[src/rtl/graph_cycle_detector_defines.svh]
// Assertion macros for the graph cycle detector.
// Included by the top level; no other dependencies.
`ifndef GRAPH_CYCLE_DETECTOR_DEFINES_SVH
`define GRAPH_CYCLE_DETECTOR_DEFINES_SVH

`ifndef SYNTHESIS
// same-cycle implication
`define GCYC_ASSERT_IMP(label, clk, rst, ante, cons) \
  label: assert property (@(posedge clk) disable iff (rst) (ante) |-> (cons)) \
    else $error("%m: check failed");
// next-cycle implication
`define GCYC_ASSERT_NXT(label, clk, rst, ante, cons) \
  label: assert property (@(posedge clk) disable iff (rst) (ante) |=> (cons)) \
    else $error("%m: check failed");
`else
`define GCYC_ASSERT_IMP(label, clk, rst, ante, cons)
`define GCYC_ASSERT_NXT(label, clk, rst, ante, cons)
`endif

`endif

[src/rtl/gcyc_ram.sv]
// Generic single-port RAM with registered read (read-first).
// No dependencies.
`default_nettype none

module gcyc_ram #(
  parameter int WIDTH = 8,
  parameter int DEPTH = 256,
  localparam int AW = $clog2(DEPTH)
) (
  input  wire logic             clk,
  input  wire logic             we,
  input  wire logic [AW-1:0]    addr,
  input  wire logic [WIDTH-1:0] wdata,
  output logic      [WIDTH-1:0] rdata
);

  logic [WIDTH-1:0] mem [DEPTH];

  always_ff @(posedge clk) begin
    if (we) begin
      mem[addr] <= wdata;
    end
    rdata <= mem[addr];
  end

endmodule

`default_nettype wire
[config.mk]
export PLATFORM = sky130hd
export DESIGN_NAME = gcyc_ram
export DESIGN_NICKNAME = d
export VERILOG_FILES = /design/src/rtl/graph_cycle_detector_defines.svh /design/src/rtl/gcyc_ram.sv
export SDC_FILE = /design/constraint.sdc
export NUM_CORES = 2
export LEC_CHECK = 0
export BUFFER_PORTS_ARGS = -buffer_cell sky130_fd_sc_hd__buf_2
export CELL_PAD_IN_SITES_DETAIL_PLACEMENT = 2
export CELL_PAD_IN_SITES_GLOBAL_PLACEMENT = 2
export CORE_ASPECT_RATIO = 1.1
export CORE_UTILIZATION = 40
export CTS_CLUSTER_DIAMETER = 30
export CTS_CLUSTER_SIZE = 10
export DETAILED_ROUTE_END_ITERATION = 8
export PLACE_DENSITY = 0.61
export RECOVER_POWER = 100
export SLEW_MARGIN = 20
export SYNTH_ARGS = -nofsm -noshare
export SYNTH_HDL_FRONTEND = slang
export SYNTH_SLANG_ARGS = --single-unit
[constraint.sdc]
create_clock -name clk -period 6.9 [get_ports clk]
set_input_delay 1.38 -clock clk [delete_from_list [all_inputs] [get_ports clk]]
set_output_delay 1.38 -clock clk [all_outputs]
set_load 0.03 [all_outputs]
==> Word-level counts from Yosys, hierarchy flattened <==
Memories as Yosys holds them, arrays and structs flattened. A register that Yosys moved wholly into a read port is not among the register bits.
Cells that the tools add are included.
{ "op_classes": {"addsub": 0, "mul": 0, "div": 0, "order_cmp": 0, "n_eq_ne": 0, "shift": 0, "muxes": 2, "bitwise_logic": 0, "reduce_logical": 0} }
{ "op_table": {"columns": ["op", "n"], "rows": [
  ["$mux 1", 2]
]} }
{ "totals": {"ff_bits": 0, "latchBits": 0, "mem_bits_rw": 2048, "rom_bits": 0, "in_bits": 18, "out_inout_bits": 8, "elab_cells": 3, "memories": 1} }
{ "memory_table": {"columns": ["memory", "words", "width", "rd", "rd_clocked_by_memory_dff", "wr", "line", "rtl"], "rows": [
  ["mem", 256, 8, 1, 1, 1, "gcyc_ram.sv:17", "logic [WIDTH-1:0] mem [DEPTH];"]
]} }

==> Depth between registers and ports, before layout <==
{ "depth": {"ltp_word": 2, "ltp_mapped": 10} }

==> Worst setup path after synthesis <==
Ideal clock, no wire load.
{ "synth_path": {"path_type": "input -> register", "startpoint": "input port addr[1]", "endpoint": "memory mem[111][0] (enable)", "setup_time_ps": 370, "t_arrival_ps": 3229, "t_required_ps": 6530, "setup_slack_ps": 3301, "path_stages": 9, "path_buffers": 5, "path_cell_list": "buf_2 clkbuf_1 clkbuf_1 nand2_1 buf_2 nor2_1 nand2_1 clkbuf_1 nor2_1"} }
{ "synth_lines": {"columns": ["element", "line", "rtl"], "rows": [
  ["start, declared", "gcyc_ram.sv:12", "input wire logic [AW-1:0] addr,"],
  ["end, declared", "gcyc_ram.sv:17", null]
]} }
Straight into the memory's write port.

==> run metrics <==
status=finished, violations left; failing checks=capacitance limit, slew limit; Hold Fails Final Rpt=0; die area=198000 um2; Final Util=49.4%; Resized cells post-CTS=0; Yosys cell types=22; Reg2Reg Depth=6; GRT Util Overall=25.1%; initial antenna violation count=16; CTS tree=done; critical path class=input pin to flop; final period utilization=78.4%; core area=195000 um2; met2 usage=42.6%; M3 GR Usage=4.44%; worst path required time=7.69 ns; Final nets=3920; chip height=467 um; Final HPWL DP=134000 um; worst slack at placement=1.76 ns; met1 GRT Util=32.5%; fmax=185 MHz; Ys Warns=0; Internal=28.2 mW; dpl cell area=82100 um2; Clock Tree Buf Depth=4; Sum Neg Setup Slack=0 ns; most frequent cells in the layout=edfxtp_1 (2048), mux4_2 (512), clkbuf_16 (446); postcts setup bufs=0; sequential share of power=38.3%; Final Critical Period=5.41 ns; RD Place Congestion=0.776; cts bufs inserted=439; Gate Count Post-Synth=3547; final setup fails=0; Mapped Area=78500 um2; Max-Cap Viols=25; PnR worst setup slack=1.49 ns; Combinational Power Share=3.4%; RSZ-0062 raised after global routing=false; sequential area share after synthesis=78.6%; Hold Buf Count CTS=0; Synth Register Bits=2056; Syn Nets=3565; Hold Path Origin=wdata[2]; worst-path maximum fanout=42; Final Slew Violations=1254; # IOs=26; Hold Crit Depth=1; worst setup path start=addr[1]; PortBufs=25; Residual DRC=0; Routed WL=248000 um; PwrDens=375 nW/um2; Initial Util=40.2%; wire per inst=36.3 um; clk_lat worst skew=0.97 ns; global route hottest layer=met2; largest net degree at the start of global routing=189; power consumption=36.2 mW; Crit Reg-Reg Startpoint=mem[104][7]; DR vias/cell=5.87; 1st-pass router iterations=6; leakage power=30.2 nW; HP Class=input pin to flop; Crit. End Element=flop; H-tree depth reported by CTS=5; worst-margin pin slew=5.50 ns; Mapped Avg Cell Area=22.1 um2; Clk pwr share=58.3%; antenna viol nets, final=0; Worst EP arrival=6.19 ns; clk sinks=2056; via count=40100; Post-Layout Inst Area=96400 um2; Worst setup SP type=input pin; row count=170; CTS Root Cell=clkbuf_16; layout cell share with drive strength beyond 1=30.2%; global-route wire length before repair=351000 um; Worst VDD drop=0.248 mV; vias in the first global route=44800; relative slew slack=-266%; leading cell type in the layout, fill and taps excluded=edfxtp_1; Die X=424 um; Area Overhead vs Synth=22.8%; worst clock skew=0.0760 ns; P_sw=7.96 mW; sw frac=22.0%; clock transition at the registers of the reported paths=0.04 ns; Congestion Overflow GR=0; DRT iter0 DRCs=3756
==> power by group through the flow <==
stage	Sequential [mW]	Combinational [mW]	Clock [mW]
finish	13.9	1.22	21.1
global route	13.8	1.28	21.8
CTS	13.8	1.25	21.4
detailed placement	14.1	1.23	0
global placement	14.1	1.19	0
floorplan	14.1	0.612	0
==> path summary, 6_finish.rpt <==
check	slack, ns	endpoint
worst min register to register	1.01	rdata[6]
worst min-delay path	0.92	mem[90][2]
worst max-delay path	1.49	rdata[7]
worst max register to register	3.96	rdata[7]
==> critical path, stage by stage <==
cell and delay, ns:
buf_8 0.35, buf_4 0.57, clkbuf_1 1.66, mux4_2 0.48, a22oi_1 0.25, a21oi_1 0.26, o41ai_2 0.76, buf_4 0.29
nand4_1 0.14
==> cell families after synthesis <==
logic type             Yosys count  share of synthesized area [%]
AOI/OAI and AO/OA              416                           3.62
buffers and inverters          233                           1.40
DFF                           2056                           78.6
muxes                          512                           14.7
and+or+nand+nor                330                           1.73
==> layout make-up <==
| cell class | count | area, um2 |
|---|---|---|
| tap | 2580 | 3230 |
| clock buffer | 503 | 11400 |
| clock inverter | 293 | 3220 |
| antenna | 1 | 2.50 |
| fill | 16800 | 98700 |
| multi-input combinational | 1258 | 15800 |
| sequential | 2056 | 61700 |
| inverter | 1 | 3.75 |
| timing repair buffer | 146 | 1070 |
==> per-stage QoR <==
stage / cells / hold WS (ns)
finish: 6838 / 0.920
global route: 6838 / 0.947
CTS: 6837 / 0.838
detailed placement: 6041 / 0.981
global placement: 6040 / 0.936
floorplan: 3547 / 0.819
==> Yosys cell counts <==
| library cell | count | area, um2 |
|---|---|---|
| or3_1 | 1 | 6.26 |
| nor2_1 | 232 | 871 |
| buf_1 | 19 | 71.3 |
| nor2b_1 | 7 | 43.8 |
| buf_2 | 36 | 180 |
| buf_6 | 16 | 180 |
| or2_2 | 2 | 12.5 |
| nand3_1 | 13 | 65.1 |
| nand2_1 | 28 | 105 |
| nand2b_1 | 6 | 37.5 |
| and2_1 | 3 | 18.8 |
| clkbuf_1 | 145 | 544 |
| mux4_2 | 512 | 11500 |
| buf_4 | 16 | 120 |
| nand4_1 | 8 | 50.1 |
| edfxtp_1 | 2048 | 61500 |
| dfxtp_1 | 8 | 160 |
| inv_1 | 1 | 3.75 |
| nor3_1 | 30 | 150 |
| a22oi_1 | 256 | 1920 |
| a21oi_1 | 128 | 641 |
| o41ai_1 | 32 | 280 |
==> state kept, by name (all words and copies together), names as in the netlist <==
| name | flops |
|---|---|
| mem | 2048 |
| rdata | 8 |
==> metal layers <==
layer / part of all wire (%) / wire, um
met5: 0.031 / 76
met4: 3.5 / 8800
met3: 5.7 / 14100
met2: 51 / 126000
met1: 40 / 99000
(Power assumes the default switching activity.)
